$ cat config.mk
export PLATFORM = sky130hd
export DESIGN_NAME = pggs_ctrl
export DESIGN_NICKNAME = d
export VERILOG_FILES = /design/src/design/pggs_pkg.sv /design/src/design/pggs_ctrl.sv
export VERILOG_INCLUDE_DIRS = /design/src /design/src/design
export SDC_FILE = /design/constraint.sdc
export NUM_CORES = 1
export LEC_CHECK = 0
export BUFFER_PORTS_ARGS = -buffer_cell sky130_fd_sc_hd__buf_4
export CAP_MARGIN = 5
export CORE_AREA = 2 2 39 41
export CTS_CLUSTER_SIZE = 8
export DETAILED_ROUTE_END_ITERATION = 10
export DIE_AREA = 0 0 41 43
export PLACE_DENSITY = 0.67
export SYNTH_ARGS = -nofsm -noshare
export SYNTH_HDL_FRONTEND = slang
export SYNTH_SLANG_ARGS = --single-unit
$ cat constraint.sdc
create_clock -name clk -period 1.29 [get_ports clk]
set_input_delay 0.1935 -clock clk [delete_from_list [all_inputs] [get_ports clk]]
set_output_delay 0.1935 -clock clk [all_outputs]
set_load 0.005 [all_outputs]
$ cat src/design/polar_grid_ground_segmentation_unit_defines.svh
// Assertion macros for the polar grid ground segmentation unit.
// Included by the controller, which checks its own control logic.
// No other dependencies.
`ifndef POLAR_GRID_GROUND_SEGMENTATION_UNIT_DEFINES_SVH
`define POLAR_GRID_GROUND_SEGMENTATION_UNIT_DEFINES_SVH
`ifndef NO_ASSERTIONS
`define PGGS_ASSERT_IMP(label, clk, rst_n, ante, cons) \
	label: assert property (@(posedge clk) disable iff (!rst_n) (ante) |-> (cons)) \
		else $error("pggs check failed");
`define PGGS_ASSERT_NXT(label, clk, rst_n, ante, cons) \
	label: assert property (@(posedge clk) disable iff (!rst_n) (ante) |=> (cons)) \
		else $error("pggs check failed");
`else
`define PGGS_ASSERT_IMP(label, clk, rst_n, ante, cons)
`define PGGS_ASSERT_NXT(label, clk, rst_n, ante, cons)
`endif
`endif

$ cat src/design/pggs_pkg.sv
// Shared types, constants and the arctangent table of the ground segmentation unit.
// Used by every module of the block; depends on nothing.
package pggs_pkg;

	localparam int MAX_ROWS     = 64;
	localparam int MAX_COLS     = 64;
	localparam int CORDIC_STEPS = 16;
	localparam int SQRT_STEPS   = 16;
	localparam int ITER_STEPS   = (CORDIC_STEPS > SQRT_STEPS) ? CORDIC_STEPS : SQRT_STEPS;
	localparam int ITER_W       = $clog2(ITER_STEPS + 1);
	localparam int CELL_COUNT   = MAX_ROWS * MAX_COLS;
	localparam int IDX_W        = $clog2(CELL_COUNT);
	localparam int ROW_W        = $clog2(MAX_ROWS);
	localparam int COL_W        = $clog2(MAX_COLS);
	localparam int ENTRY_W      = 49;
	localparam logic [31:0] QUARTER_TURN = 32'h4000_0000;
	localparam logic [31:0] HALF_TURN    = 32'h8000_0000;

	typedef enum logic [1:0] {
		MODE_LOAD  = 2'd0,
		MODE_CLASS = 2'd1,
		MODE_CLEAR = 2'd2,
		MODE_NOP   = 2'd3
	} mode_t;

	typedef enum logic [1:0] {
		CLS_NONGROUND = 2'd0,
		CLS_GROUND    = 2'd1,
		CLS_DROPPED   = 2'd2
	} class_t;

	typedef enum logic [2:0] {
		REG_GRID_ROWS  = 3'd0,
		REG_GRID_COLS  = 3'd1,
		REG_RANGE_MAX  = 3'd2,
		REG_ROW_SCALE  = 3'd3,
		REG_Z_MIN_THR  = 3'd4,
		REG_DIST_SQ    = 3'd5,
		REG_SLOPE_TAN  = 3'd6,
		REG_UNUSED     = 3'd7
	} reg_idx_t;

	typedef enum logic [3:0] {
		S_CLEAR, S_IDLE, S_SQ, S_CHK, S_ITER, S_SCALE, S_CLAMP,
		S_INDEX, S_READ, S_CELL, S_SUM, S_PP, S_EMIT
	} state_t;

	typedef struct packed {
		logic accept;
		logic chk;
		logic step;
		logic scale;
		logic clamp;
		logic index;
		logic read;
		logic upd;
		logic sum;
		logic pp;
		logic emit;
		logic clr_step;
	} cmd_t;

	typedef struct packed {
		logic drop;
		logic is_load;
		logic polar_done;
		logic clr_done;
		logic out_free;
	} stat_t;

	// round(atan(2^-i) * 2^32 / (2 pi))
	function automatic logic [29:0] atan_turn(input logic [4:0] i);
		logic [29:0] v;
		unique case (i)
			5'd0:  v = 30'd536870912;
			5'd1:  v = 30'd316933406;
			5'd2:  v = 30'd167458907;
			5'd3:  v = 30'd85004756;
			5'd4:  v = 30'd42667331;
			5'd5:  v = 30'd21354465;
			5'd6:  v = 30'd10679838;
			5'd7:  v = 30'd5340245;
			5'd8:  v = 30'd2670163;
			5'd9:  v = 30'd1335087;
			5'd10: v = 30'd667544;
			5'd11: v = 30'd333772;
			5'd12: v = 30'd166886;
			5'd13: v = 30'd83443;
			5'd14: v = 30'd41722;
			5'd15: v = 30'd20861;
			5'd16: v = 30'd10430;
			5'd17: v = 30'd5215;
			5'd18: v = 30'd2608;
			5'd19: v = 30'd1304;
			5'd20: v = 30'd652;
			5'd21: v = 30'd326;
			5'd22: v = 30'd163;
			5'd23: v = 30'd81;
			default: v = 30'd0;
		endcase
		return v;
	endfunction

endpackage

$ cat src/design/pggs_ctrl.sv
// Controller state machine of the ground segmentation unit.
// Depends on pggs_pkg and the assertion macro header.
`include "polar_grid_ground_segmentation_unit_defines.svh"
module pggs_ctrl (
	input  logic            clk,
	input  logic            arst_n,
	input  logic            in_valid,
	output logic            in_stall,
	input  logic [1:0]      mode,
	input  pggs_pkg::stat_t stat,
	output pggs_pkg::cmd_t  cmd
);
	import pggs_pkg::*;

	state_t state_q, state_nxt;
	logic   acc;

	always_ff @(posedge clk or negedge arst_n) begin
		if (!arst_n) begin
			state_q <= S_CLEAR;
		end else begin
			state_q <= state_nxt;
		end
	end

	assign in_stall = (state_q != S_IDLE);
	assign acc      = in_valid && !in_stall;

	always_comb begin
		state_nxt = state_q;
		cmd       = '0;
		unique case (state_q)
			S_CLEAR: begin
				cmd.clr_step = 1'b1;
				if (stat.clr_done) state_nxt = S_IDLE;
			end
			S_IDLE: begin
				cmd.accept = acc;
				if (acc) begin
					unique case (mode_t'(mode)) inside
						MODE_LOAD, MODE_CLASS: state_nxt = S_SQ;
						MODE_CLEAR:            state_nxt = S_CLEAR;
						default:               state_nxt = S_IDLE;
					endcase
				end
			end
			S_SQ: state_nxt = S_CHK;
			S_CHK: begin
				cmd.chk = 1'b1;
				if (stat.drop) state_nxt = stat.is_load ? S_IDLE : S_EMIT;
				else           state_nxt = S_ITER;
			end
			S_ITER: begin
				cmd.step = 1'b1;
				if (stat.polar_done) state_nxt = S_SCALE;
			end
			S_SCALE: begin
				cmd.scale = 1'b1;
				state_nxt = S_CLAMP;
			end
			S_CLAMP: begin
				cmd.clamp = 1'b1;
				state_nxt = S_INDEX;
			end
			S_INDEX: begin
				cmd.index = 1'b1;
				state_nxt = S_READ;
			end
			S_READ: begin
				cmd.read  = 1'b1;
				state_nxt = S_CELL;
			end
			S_CELL: begin
				cmd.upd   = 1'b1;
				state_nxt = stat.is_load ? S_IDLE : S_SUM;
			end
			S_SUM: begin
				cmd.sum   = 1'b1;
				state_nxt = S_PP;
			end
			S_PP: begin
				cmd.pp    = 1'b1;
				state_nxt = S_EMIT;
			end
			S_EMIT: begin
				if (stat.out_free) begin
					cmd.emit  = 1'b1;
					state_nxt = S_IDLE;
				end
			end
			default: state_nxt = S_IDLE;
		endcase
	end

	`PGGS_ASSERT_NXT(a_accept_busy, clk, arst_n, acc && mode != MODE_NOP, state_q != S_IDLE)
	`PGGS_ASSERT_NXT(a_iter_exit, clk, arst_n, state_q == S_ITER && stat.polar_done, state_q == S_SCALE)
	`PGGS_ASSERT_NXT(a_clear_exit, clk, arst_n, state_q == S_CLEAR && stat.clr_done, state_q == S_IDLE)
	`PGGS_ASSERT_IMP(a_emit_free, clk, arst_n, cmd.emit, stat.out_free && state_q == S_EMIT)

endmodule

==> reports/results.txt <==
Yosys warns -> 0
Register clock-pin slew on the reported worst setup and hold paths -> 0.05 ns
Tightest Pin Transition -> 0.2673 ns
DR iter-0 viols -> 10
Gr usage total -> 21.17%
# Max-Cap Violations -> 0
DR vias -> 618
Non-filler instance count after layout -> 116
RSZ-0062 raised after global routing -> yes
Dpl cells -> 105
Largest regs -> state_q x4
Vias per inst -> 5.328
CTS tree -> built
Share of layout cells above drive strength 1 -> 75.00%
Total Wirelength -> 1688 microns
Synth cell types -> 30
RePlAce Congestion -> 0.8484
Mapped Cells -> 62
Total die area -> 1763 sq um
Htree depth -> 1
Register area -> 105.1 sq um
Post-DP HPWL -> 966.6 microns
Ys async rst share -> 100.0%
Slew Viols, Final -> 0
Clk_lat worst skew -> 0.25 ns
Initial Util -> 34.09%
CP bufs+invs -> 2
Post-synth EDFFs -> 0
Global-route wire length before repair -> 2504 microns
Final nets -> 112
Area grow syn2layout -> 100.0%
Slowest stage cell, crit path -> dfrtp_2
Post-Synth Adder-Cell Area -> 0%
Longest Clk Path Bufs -> 2
Root buffer cell -> clkbuf_4
Mux contribution to synthesized area -> 3.183%
Critical path class -> register to output port
CP endpoint kind -> output port
Core box area -> 1384 sq um
Largest net degree at the start of global routing -> 10
Seq/Total Area, Yosys -> 21.22%
Top-count cell post-synth -> nor2_1
R2r worst-path depth -> 5
Syn_area_per_cell -> 7.608 sq um
Final hold vios -> 0
Max IR drop VDD -> 0.001552 V
Mapped Nets -> 72
Max stage delay on crit path -> 0.49 ns
Top fanout value on the critical path -> 6
Fill cells -> 106
Startpoint Class -> register
Antenna violations before repair -> 0
Post-synthesis xor/xnor area fraction -> 0%
Worst-path cell chain -> buf_6, and4_1, buf_4
DR pass1 iterations -> 4
Cell area after synthesis -> 471.7 sq um
Std-Cell Rows -> 14
Synth Area in Compound Gates -> 22.81%
Detail Route Antenna Nets -> 0
Worst slew margin -> 82.18%
Drc violations -> 0
Static leakage -> 0.4317 nW
Failing checks -> setup timing
Gr ovfl total -> 0
FF+latch count, synth -> 4
Status -> finished with violations
Delay-heaviest family, CP -> flip-flops
N_diodes -> 0
Final Cycle Share -> 109.8%
DR WL/cell -> 14.55 microns
TritonCTS Buffers -> 3
Port bufs -> 22
Multi-input logic area -> 437.9 sq um
Clock period minus worst slack -> 1.417 ns
DIE WIDTH -> 41 microns
Final setup margin -> -0.1267 ns
Post-synth top cells -> 11 x nor2_1, 7 x nand2_1, 4 x buf_6, 4 x dfrtp_1, 4 x nor3_1
Dominant cells by area after synthesis -> dfrtp_1 21%, buf_6 9.5%, nor2_1 8.8%, nand2_1 5.6%, nor3_1 4.2%
# IOs -> 23
Clock skew -> 0.01726 ns
Fin Hold WS -> 0.2716 ns
Max FFs per register -> 4
Yosys top cell by area -> dfrtp_1
Setup violators final -> 17
Reg with most FFs -> state_q
Largest family of logic cells by synthesized area -> simple AND/OR/NAND/NOR gates
Hold WC Path Type -> input port to asynchronous set/reset pin
Synth Area in Simple Gates -> 40.05%
Arrival @ worst endpoint -> 1.22 ns
Num Clock Sinks -> 4
Die height -> 43 microns
Ys flop type -> dfrtp_1
Max Fclk -> 0.7059 GHz
Critical Path RT -> 1.10 ns
PwrDens -> 2333 nW/um^2
Post-synth top area share -> 21.22%
Vias in the first global route -> 614
Crit path depth -> 3
metal layers:
layer | routed length, microns | vias to the layer above | track usage (%)
li1 | - | 300 | -
met1 | 660 | 287 | 24.43
met2 | 903 | 27 | 34.38
met3 | 107 | 4 | 7.330
met4 | 17 | 0 | 7.333
met5 | 0 | - | 0
cells by family after synthesis:
family / count (synthesis)
and+or+nand+nor: 36
AOI/OAI and AO/OA: 14
buffers and inverters: 7
DFF: 4
muxes: 1
layout by cell type, fill, tap and decap left out, types with 2 or more instances in the layout:
master	Yosys	layout
nand2_1	7	5
nand2b_4	0	2
buf_6	4	12
nor2_1	11	4
nor2_2	1	5
buf_4	1	27
nand3_1	2	2
nor2_4	0	3
nor3_2	0	2
o21ai_0	2	2
and3_1	2	2
nand2_4	0	2
clkbuf_4	0	3
dfrtp_2	0	4
stage by stage:
step           setup slack, ns  power, mW  area, sq um  setup TNS, ns  util, %
2_1_floorplan          0.06292     0.9976        471.7              0        -
3_3_place_gp          -0.08266      1.358        679.4        -0.1648    49.10
3_5_place_dp           -0.1093      1.362        679.4        -0.3385    49.10
4_1_cts                -0.1041      1.922        860.8        -0.9570    62.21
5_1_grt                -0.1600      2.345        943.4         -2.071    68.17
6_report               -0.1267      2.201        943.4         -1.343    68.17
timing repair:
| action | CTS | global route |
|---|---|---|
| hold buffers | 1 | 0 |
| buffers inserted | 7 | 1 |
| setup endpoints to repair | 16 | 17 |
| pin swaps | 10 | 6 |
| endpoints found under the hold margin | 4 | 0 |
| resized for setup | 32 | 16 |
worst reg2reg max path, cell delays in order (launching register included):
cell and delay [ns]:
dfrtp_2 0.47, buf_6 0.17, buf_4 0.14, nand2_4 0.08, o31ai_4 0.08, o31a_1 0.30
cell type report:
class	count	share of cell area, %
Inverter	2	1.061
Sequential cell	4	11.14
Timing Repair Buffer	40	36.87
Multi-Input combinational cell	51	46.42
Clock buffer	3	2.387
Tap cell	16	2.122
path summary, 6_finish.rpt:
kind                            slack, ns          to  startpoint
worst min-delay path                 0.27  state_q[2]      arst_n
worst min register to register       0.73  state_q[3]  state_q[1]
worst max register to register      -0.08  state_q[0]  state_q[2]
worst max-delay path                -0.13      cmd[1]  state_q[3]
max in group asynchronous            0.89  state_q[1]      arst_n
min in group clk                     0.31  state_q[1]     mode[1]
power by group:
group          internal [mW]  switching, mW  leakage, nW
clock network          0.105         0.0631       0.0138
logic                  0.898          0.794        0.372
registers              0.194          0.147       0.0456
Power figures use the tool's default switching activity.
