--- config.mk ---
export PLATFORM = sky130hd
export DESIGN_NAME = pggs_polar
export DESIGN_NICKNAME = d
export VERILOG_FILES = /design/src/design/polar_grid_ground_segmentation_unit_defines.svh /design/src/design/pggs_pkg.sv /design/src/design/pggs_polar.sv
export SDC_FILE = /design/constraint.sdc
export NUM_CORES = 1
export LEC_CHECK = 0
export ABC_AREA = 1
export BUFFER_PORTS_ARGS = -buffer_cell sky130_fd_sc_hd__buf_2
export CAP_MARGIN = 20
export CORE_MARGIN = 2
export CORE_UTILIZATION = 55
export DETAILED_ROUTE_END_ITERATION = 8
export GPL_TIMING_DRIVEN = 0
export PLACE_DENSITY = 0.82
export SYNTH_ARGS = -nofsm -noshare
export SYNTH_HDL_FRONTEND = slang
export SYNTH_SLANG_ARGS = --single-unit
--- constraint.sdc ---
create_clock -name clk -period 16 [get_ports clk]
set_input_delay 4 -clock clk [delete_from_list [all_inputs] [get_ports clk]]
set_output_delay 4 -clock clk [all_outputs]
set_load 0.005 [all_outputs]
--- src/design/polar_grid_ground_segmentation_unit_defines.svh ---
// Assertion macros for the polar grid ground segmentation unit.
// Included by the controller, which checks its own control logic.
// No other dependencies.
`ifndef POLAR_GRID_GROUND_SEGMENTATION_UNIT_DEFINES_SVH
`define POLAR_GRID_GROUND_SEGMENTATION_UNIT_DEFINES_SVH
`ifndef NO_ASSERTIONS
`define PGGS_ASSERT_IMP(label, clk, rst_n, ante, cons) \
	label: assert property (@(posedge clk) disable iff (!rst_n) (ante) |-> (cons)) \
		else $error("pggs check failed");
`define PGGS_ASSERT_NXT(label, clk, rst_n, ante, cons) \
	label: assert property (@(posedge clk) disable iff (!rst_n) (ante) |=> (cons)) \
		else $error("pggs check failed");
`else
`define PGGS_ASSERT_IMP(label, clk, rst_n, ante, cons)
`define PGGS_ASSERT_NXT(label, clk, rst_n, ante, cons)
`endif
`endif

--- src/design/pggs_pkg.sv ---
// Shared types, constants and the arctangent table of the ground segmentation unit.
// Used by every module of the block; depends on nothing.
package pggs_pkg;

	localparam int MAX_ROWS     = 64;
	localparam int MAX_COLS     = 64;
	localparam int CORDIC_STEPS = 16;
	localparam int SQRT_STEPS   = 16;
	localparam int ITER_STEPS   = (CORDIC_STEPS > SQRT_STEPS) ? CORDIC_STEPS : SQRT_STEPS;
	localparam int ITER_W       = $clog2(ITER_STEPS + 1);
	localparam int CELL_COUNT   = MAX_ROWS * MAX_COLS;
	localparam int IDX_W        = $clog2(CELL_COUNT);
	localparam int ROW_W        = $clog2(MAX_ROWS);
	localparam int COL_W        = $clog2(MAX_COLS);
	localparam int ENTRY_W      = 49;
	localparam logic [31:0] QUARTER_TURN = 32'h4000_0000;
	localparam logic [31:0] HALF_TURN    = 32'h8000_0000;

	typedef enum logic [1:0] {
		MODE_LOAD  = 2'd0,
		MODE_CLASS = 2'd1,
		MODE_CLEAR = 2'd2,
		MODE_NOP   = 2'd3
	} mode_t;

	typedef enum logic [1:0] {
		CLS_NONGROUND = 2'd0,
		CLS_GROUND    = 2'd1,
		CLS_DROPPED   = 2'd2
	} class_t;

	typedef enum logic [2:0] {
		REG_GRID_ROWS  = 3'd0,
		REG_GRID_COLS  = 3'd1,
		REG_RANGE_MAX  = 3'd2,
		REG_ROW_SCALE  = 3'd3,
		REG_Z_MIN_THR  = 3'd4,
		REG_DIST_SQ    = 3'd5,
		REG_SLOPE_TAN  = 3'd6,
		REG_UNUSED     = 3'd7
	} reg_idx_t;

	typedef enum logic [3:0] {
		S_CLEAR, S_IDLE, S_SQ, S_CHK, S_ITER, S_SCALE, S_CLAMP,
		S_INDEX, S_READ, S_CELL, S_SUM, S_PP, S_EMIT
	} state_t;

	typedef struct packed {
		logic accept;
		logic chk;
		logic step;
		logic scale;
		logic clamp;
		logic index;
		logic read;
		logic upd;
		logic sum;
		logic pp;
		logic emit;
		logic clr_step;
	} cmd_t;

	typedef struct packed {
		logic drop;
		logic is_load;
		logic polar_done;
		logic clr_done;
		logic out_free;
	} stat_t;

	// round(atan(2^-i) * 2^32 / (2 pi))
	function automatic logic [29:0] atan_turn(input logic [4:0] i);
		logic [29:0] v;
		unique case (i)
			5'd0:  v = 30'd536870912;
			5'd1:  v = 30'd316933406;
			5'd2:  v = 30'd167458907;
			5'd3:  v = 30'd85004756;
			5'd4:  v = 30'd42667331;
			5'd5:  v = 30'd21354465;
			5'd6:  v = 30'd10679838;
			5'd7:  v = 30'd5340245;
			5'd8:  v = 30'd2670163;
			5'd9:  v = 30'd1335087;
			5'd10: v = 30'd667544;
			5'd11: v = 30'd333772;
			5'd12: v = 30'd166886;
			5'd13: v = 30'd83443;
			5'd14: v = 30'd41722;
			5'd15: v = 30'd20861;
			5'd16: v = 30'd10430;
			5'd17: v = 30'd5215;
			5'd18: v = 30'd2608;
			5'd19: v = 30'd1304;
			5'd20: v = 30'd652;
			5'd21: v = 30'd326;
			5'd22: v = 30'd163;
			5'd23: v = 30'd81;
			default: v = 30'd0;
		endcase
		return v;
	endfunction

endpackage

--- src/design/pggs_polar.sv ---
// Iterative polar unit: integer square root and CORDIC azimuth, one step per cycle while step is high.
// Depends on pggs_pkg.
module pggs_polar (
	input  logic               clk,
	input  logic               arst_n,
	input  logic               start,
	input  logic               step,
	input  logic [31:0]        r2,
	input  logic signed [15:0] x_in,
	input  logic signed [15:0] y_in,
	output logic [15:0]        range,
	output logic [31:0]        azim,
	output logic               done
);
	import pggs_pkg::*;

	logic [ITER_W-1:0]  k_q;
	logic [31:0]        rem_q, root_q;
	logic signed [26:0] cx_q, cy_q;
	logic signed [33:0] ac_q;
	logic               xneg_q, yneg_q, ax0_q, ay0_q;

	logic signed [16:0] xe, ye;
	logic [16:0]        ax, ay;
	logic [31:0]        bitv;
	logic [32:0]        trial;
	logic signed [26:0] sx, sy;
	logic signed [33:0] at;
	logic [31:0]        t;

	always_comb begin
		xe    = {x_in[15], x_in};
		ye    = {y_in[15], y_in};
		ax    = xe[16] ? 17'(-xe) : 17'(xe);
		ay    = ye[16] ? 17'(-ye) : 17'(ye);
		bitv  = 32'd1 << {4'(SQRT_STEPS - 1) - k_q[3:0], 1'b0};
		trial = {1'b0, root_q} + {1'b0, bitv};
		sx    = cx_q >>> k_q;
		sy    = cy_q >>> k_q;
		at    = 34'(atan_turn(5'(k_q)));
	end

	always_ff @(posedge clk or negedge arst_n) begin
		if (!arst_n) begin
			k_q <= '0;
		end else if (start) begin
			k_q <= '0;
		end else if (step && !done) begin
			k_q <= k_q + 1'b1;
		end
	end

	always_ff @(posedge clk) begin
		if (start) begin
			rem_q  <= r2;
			root_q <= '0;
			cx_q   <= {2'b00, ax, 8'h00};
			cy_q   <= {2'b00, ay, 8'h00};
			ac_q   <= '0;
			xneg_q <= x_in[15];
			yneg_q <= y_in[15];
			ax0_q  <= (ax == '0);
			ay0_q  <= (ay == '0);
		end else if (step && !done) begin
			if (k_q < ITER_W'(SQRT_STEPS)) begin
				if ({1'b0, rem_q} >= trial) begin
					rem_q  <= rem_q - trial[31:0];
					root_q <= (root_q >> 1) + bitv;
				end else begin
					root_q <= root_q >> 1;
				end
			end
			if (k_q < ITER_W'(CORDIC_STEPS)) begin
				if (cy_q > 0) begin
					cx_q <= cx_q + sy;
					cy_q <= cy_q - sx;
					ac_q <= ac_q + at;
				end else begin
					cx_q <= cx_q - sy;
					cy_q <= cy_q + sx;
					ac_q <= ac_q - at;
				end
			end
		end
	end

	assign done  = (k_q == ITER_W'(ITER_STEPS));
	assign range = root_q[15:0];

	always_comb begin
		if (ay0_q)                             t = '0;
		else if (ax0_q)                        t = QUARTER_TURN;
		else if (ac_q < 0)                     t = '0;
		else if (ac_q > $signed({2'b00, QUARTER_TURN})) t = QUARTER_TURN;
		else                                   t = ac_q[31:0];
		if (!xneg_q && !yneg_q)     azim = t;
		else if (xneg_q && !yneg_q) azim = HALF_TURN - t;
		else if (xneg_q)            azim = HALF_TURN + t;
		else                        azim = 32'd0 - t;
	end

endmodule

==> impl_metrics.csv <==
group,metric,value,unit
outcome,outcome,"completed",
global_route,track_usage,0.3887,
routing,drc,0,
synthesis,synth_top_family_by_area,"simple AND/OR/NAND/NOR gates",
timing,fin_crit_sh,0.4949,
synthesis,syn_area_per_cell,5.955,um^2
timing,fin_skew,0.01698,ns
synthesis,yosysWarnings,0,
synthesis,yosysTopAreaCell,"nand2_1",
critical_path,crit_path_cell_trace,"nor4_1 > nand4_1 > o21ai_0 > nand2_1 > inv_1 > buf_2 > buf_2 > buf_2 > nand2_1 > ha_1 > nand2_1 > nor2_1 > nand2_1 > nor2_1 > nor2_1 > xnor2_1 > buf_2",
power,leakagePower,12.18,nW
floorplanning,die-height,206.0,um
timing,hold_ws,0.5004,ns
timing,relSlewSlack,0.2271,
power,p_sw_frac,0.5652,
synthesis,synth-edff-count,70,
global_route,grt_pass1_wl,127600,um
cts,clk_transition_reported_paths,0.07,ns
routing,drt_iter0_drc,3031,
global_route,grt-ovfl-total,0,
cts,post_cts_buffers,0,
floorplanning,initial_core_util,0.5535,
synthesis,synth_cells,3769,
power,powerDensity,206.2,mW/mm^2
critical_path,cp_slowest_cell,"dfxtp_1",
synthesis,yosys.cell_count.top_type,"nand2_1",
critical_path,path_max_fanout,10,
power,total_power,0.005018,W
cts,clock_latency,0.48,ns
cells_and_area,area_growth,8.434,%
cts,cts.repair.resized,0,
hold_path,hold_path.class,"reg2reg",
cts,h-tree-depth,4,
timing,rsz0062_at_grt,"no",
routing,antenna_left,0,
cells_and_area,fill_cells,4152,
synthesis,synthTopCellsByCount,"nand2_1, inv_1, nand3_1",
critical_path,critPathRequiredTime,12.00,ns
power,p_sw,0.002836,W
critical_path,critPathLaunchType,"flip-flop",
cells_and_area,postLayoutCoreUtil,0.6001,
synthesis,synth_ff_type,"dfxtp_1",
placement,place_hpwl,68000,um
timing,finalHoldViolCount,0,
critical_path,end_kind,"primary output",
cells_and_area,fin_area,0.02434,mm^2
placement,routabilityCongestion,1.076,
routing,wl,83840,um
power,clockPowerShare,0.087,
critical_path,path_class,"reg2out",
synthesis,synth_area_leaders,"nand2_1, edfxtp_1, ha_1",
power,p_int,0.002182,W
job,max_cap_violations,0,
routing,dr.pass1.iters,7,
critical_path,cp_data_arrival_time,3.92,ns
routing,vias,26261,
synthesis,synth-simple-area-share,0.3808,
synthesis,synth_seq_cells,161,
cts,clockBufferDepth,2,
cts,cts_tree,"done",
routing,wl_per_cell,18.83,um
timing,worst_slew_pin_slew,1.159,ns
cts,root_buffer,"clkbuf_16",
synthesis,yosys.area_share.xor_xnor,0.08429,
power,p_comb_frac,0.750,
timing,finalSetupViolations,0,
synthesis,syn-num-nets,4004,
floorplanning,row_count,74,
timing,max_freq,126.3,MHz
global_route,grt_pass1_vias,23326,
global_route,antenna_found_initial,2,
placement,port-buffer-count,116,
power,irDropWorstVdd,119.5,uV
cts,cts_made_buffers,17,
synthesis,synth_top_cell_area_share,0.1908,
floorplanning,die_w,206.0,um
cts,ctsHoldBuffers,0,
cells_and_area,final_nets,4141,
synthesis,postSynth.asyncResetShare,0.03106,
synthesis,synth_compound_area_frac,0.1605,
synthesis,synthDistinctLibCells,62,
cells_and_area,drive_gt1_frac,0.07655,
timing,fin_crit,7.918,ns
synthesis,synthMuxAreaShare,0,
timing,slew_violations,0,
synthesis,yosysSeqAreaShare,0.1759,
placement,dpl_cell_area,0.02375,mm^2
synthesis,synthAdderAreaFrac,0.09443,
critical_path,cp_slowest_stage_delay,0.37,ns
routing,vias_per_cell,5.899,
power,seqPwrFrac,0.163,
floorplanning,fp.dieArea,0.04244,mm^2
synthesis,synth_area,0.02245,mm^2
floorplanning,core-area,0.04055,mm^2
cts,cts_num_sinks,161,
global_route,grt_max_degree,27,
floorplanning,io_pins,117,
timing,setup_tns,0,ns
[kinds of logic (layout without fill, tap and decap cells)]
logic type / count (synthesis) / after routing
compound gates: 639 / 639
xor+xnor: 216 / 216
fa+ha+maj: 167 / 167
buf+inv: 561 / 711
flops: 161 / 161
other cells: 0 / 1
simple gates: 2025 / 2025
[cell type report]
| type | instances | area, um^2 | share of cell area |
|---|---|---|---|
| multi-input cells | 3047 | 16170 | 0.6645 |
| well taps | 532 | 665.6 | 0.02735 |
| flip-flops and latches | 161 | 3949 | 0.1622 |
| diodes | 1 | 2.502 | 0.0001028 |
| repair buffers | 118 | 628.1 | 0.02581 |
| plain buffers | 137 | 744.5 | 0.03059 |
| clock inverters | 14 | 155.1 | 0.006375 |
| inverters | 424 | 1592 | 0.06539 |
| clock buffers | 18 | 429.2 | 0.01763 |
[cell usage in the layout (no fill, tap or decap), types with 6 or more instances in the layout]
master / instances
nand3_1: 352
o21a_1: 11
a21o_1: 19
nand4_1: 46
o31ai_1: 10
o21ai_0: 243
nor2_2: 16
inv_2: 12
o21ai_1: 18
o221ai_1: 9
nor2_1: 330
nand3b_1: 6
buf_6: 8
a21oi_1: 202
clkbuf_16: 17
buf_1: 7
buf_2: 147
dfxtp_1: 86
a31oi_1: 30
nor4_1: 25
edfxtp_1: 70
o21bai_1: 13
buf_4: 35
o211ai_1: 14
xor2_1: 143
nor3_1: 57
or2_2: 27
inv_1: 410
nand2_1: 1141
nand2_2: 6
ha_1: 163
xnor2_1: 73
o22ai_1: 37
clkbuf_1: 57
[power groups by stage]
stage                     clock network (W)  logic [W]  registers, W
final                              0.000436    0.00376      0.000820
after global routing               0.000451    0.00418      0.000832
after CTS                          0.000436    0.00366      0.000806
after detailed placement                  0    0.00363      0.000814
after global placement                    0    0.00359      0.000815
after floorplan                           0    0.00276      0.000732
[routing by layer]
layer	GRT usage	routed length (um)	vias up
met5	0	12	-
met4	0.1949	4321	2
met3	0.08294	9669	238
met2	0.5837	34830	1490
met1	0.5248	35010	11773
li1	-	-	12758
[registers in the layout (all words and copies together) (netlist names)]
register and flops:
xneg_q 1, ax0_q 1, ac_q 34, k_q 5
yneg_q 1, cx_q 27, root_q 32, rem_q 32
ay0_q 1, cy_q 27
[worst max-delay path, delay by kind of cell (launching register included)]
| kind | cells | cell delay [ns] |
|---|---|---|
| AND/OR/NAND/NOR | 9 | 1.30 |
| buffers and inverters | 5 | 1.09 |
| flip-flops | 1 | 0.37 |
| AO/OA/AOI/OAI | 1 | 0.32 |
| adder cells (fa/ha/maj) | 1 | 0.21 |
| XOR/XNOR | 1 | 0.16 |
[path summary, 6_finish.rpt]
| check | from | to | slack (ns) | depth (start not counted) |
|---|---|---|---|---|
| max reg2reg | k_q[1]$_DFFE_PN0P_ | rem_q[19]$_DFFE_PP_ | 9.24 | 27 |
| max in group asynchronous | arst_n | k_q[2]$_DFFE_PN0P_ | 12.53 | 1 |
| max | ac_q[31]$_SDFFE_PP0P_ | azim[14] | 8.08 | 17 |
| min reg2reg | root_q[0]$_SDFFE_PP0P_ | root_q[0]$_SDFFE_PP0P_ | 0.50 | 2 |
| min | root_q[0]$_SDFFE_PP0P_ | root_q[0]$_SDFFE_PP0P_ | 0.50 | 2 |
| min in group asynchronous | arst_n | k_q[4]$_DFFE_PN0P_ | 3.32 | 1 |
[through the flow]
stage / worst slack [ns] / instances
after global routing: 7.803 / 4452
final: 8.082 / 4452
after floorplan: 8.901 / 3769
after global placement: 6.611 / 4417
after detailed placement: 8.623 / 4419
after CTS: 8.102 / 4451
(Power assumes the default switching activity.)
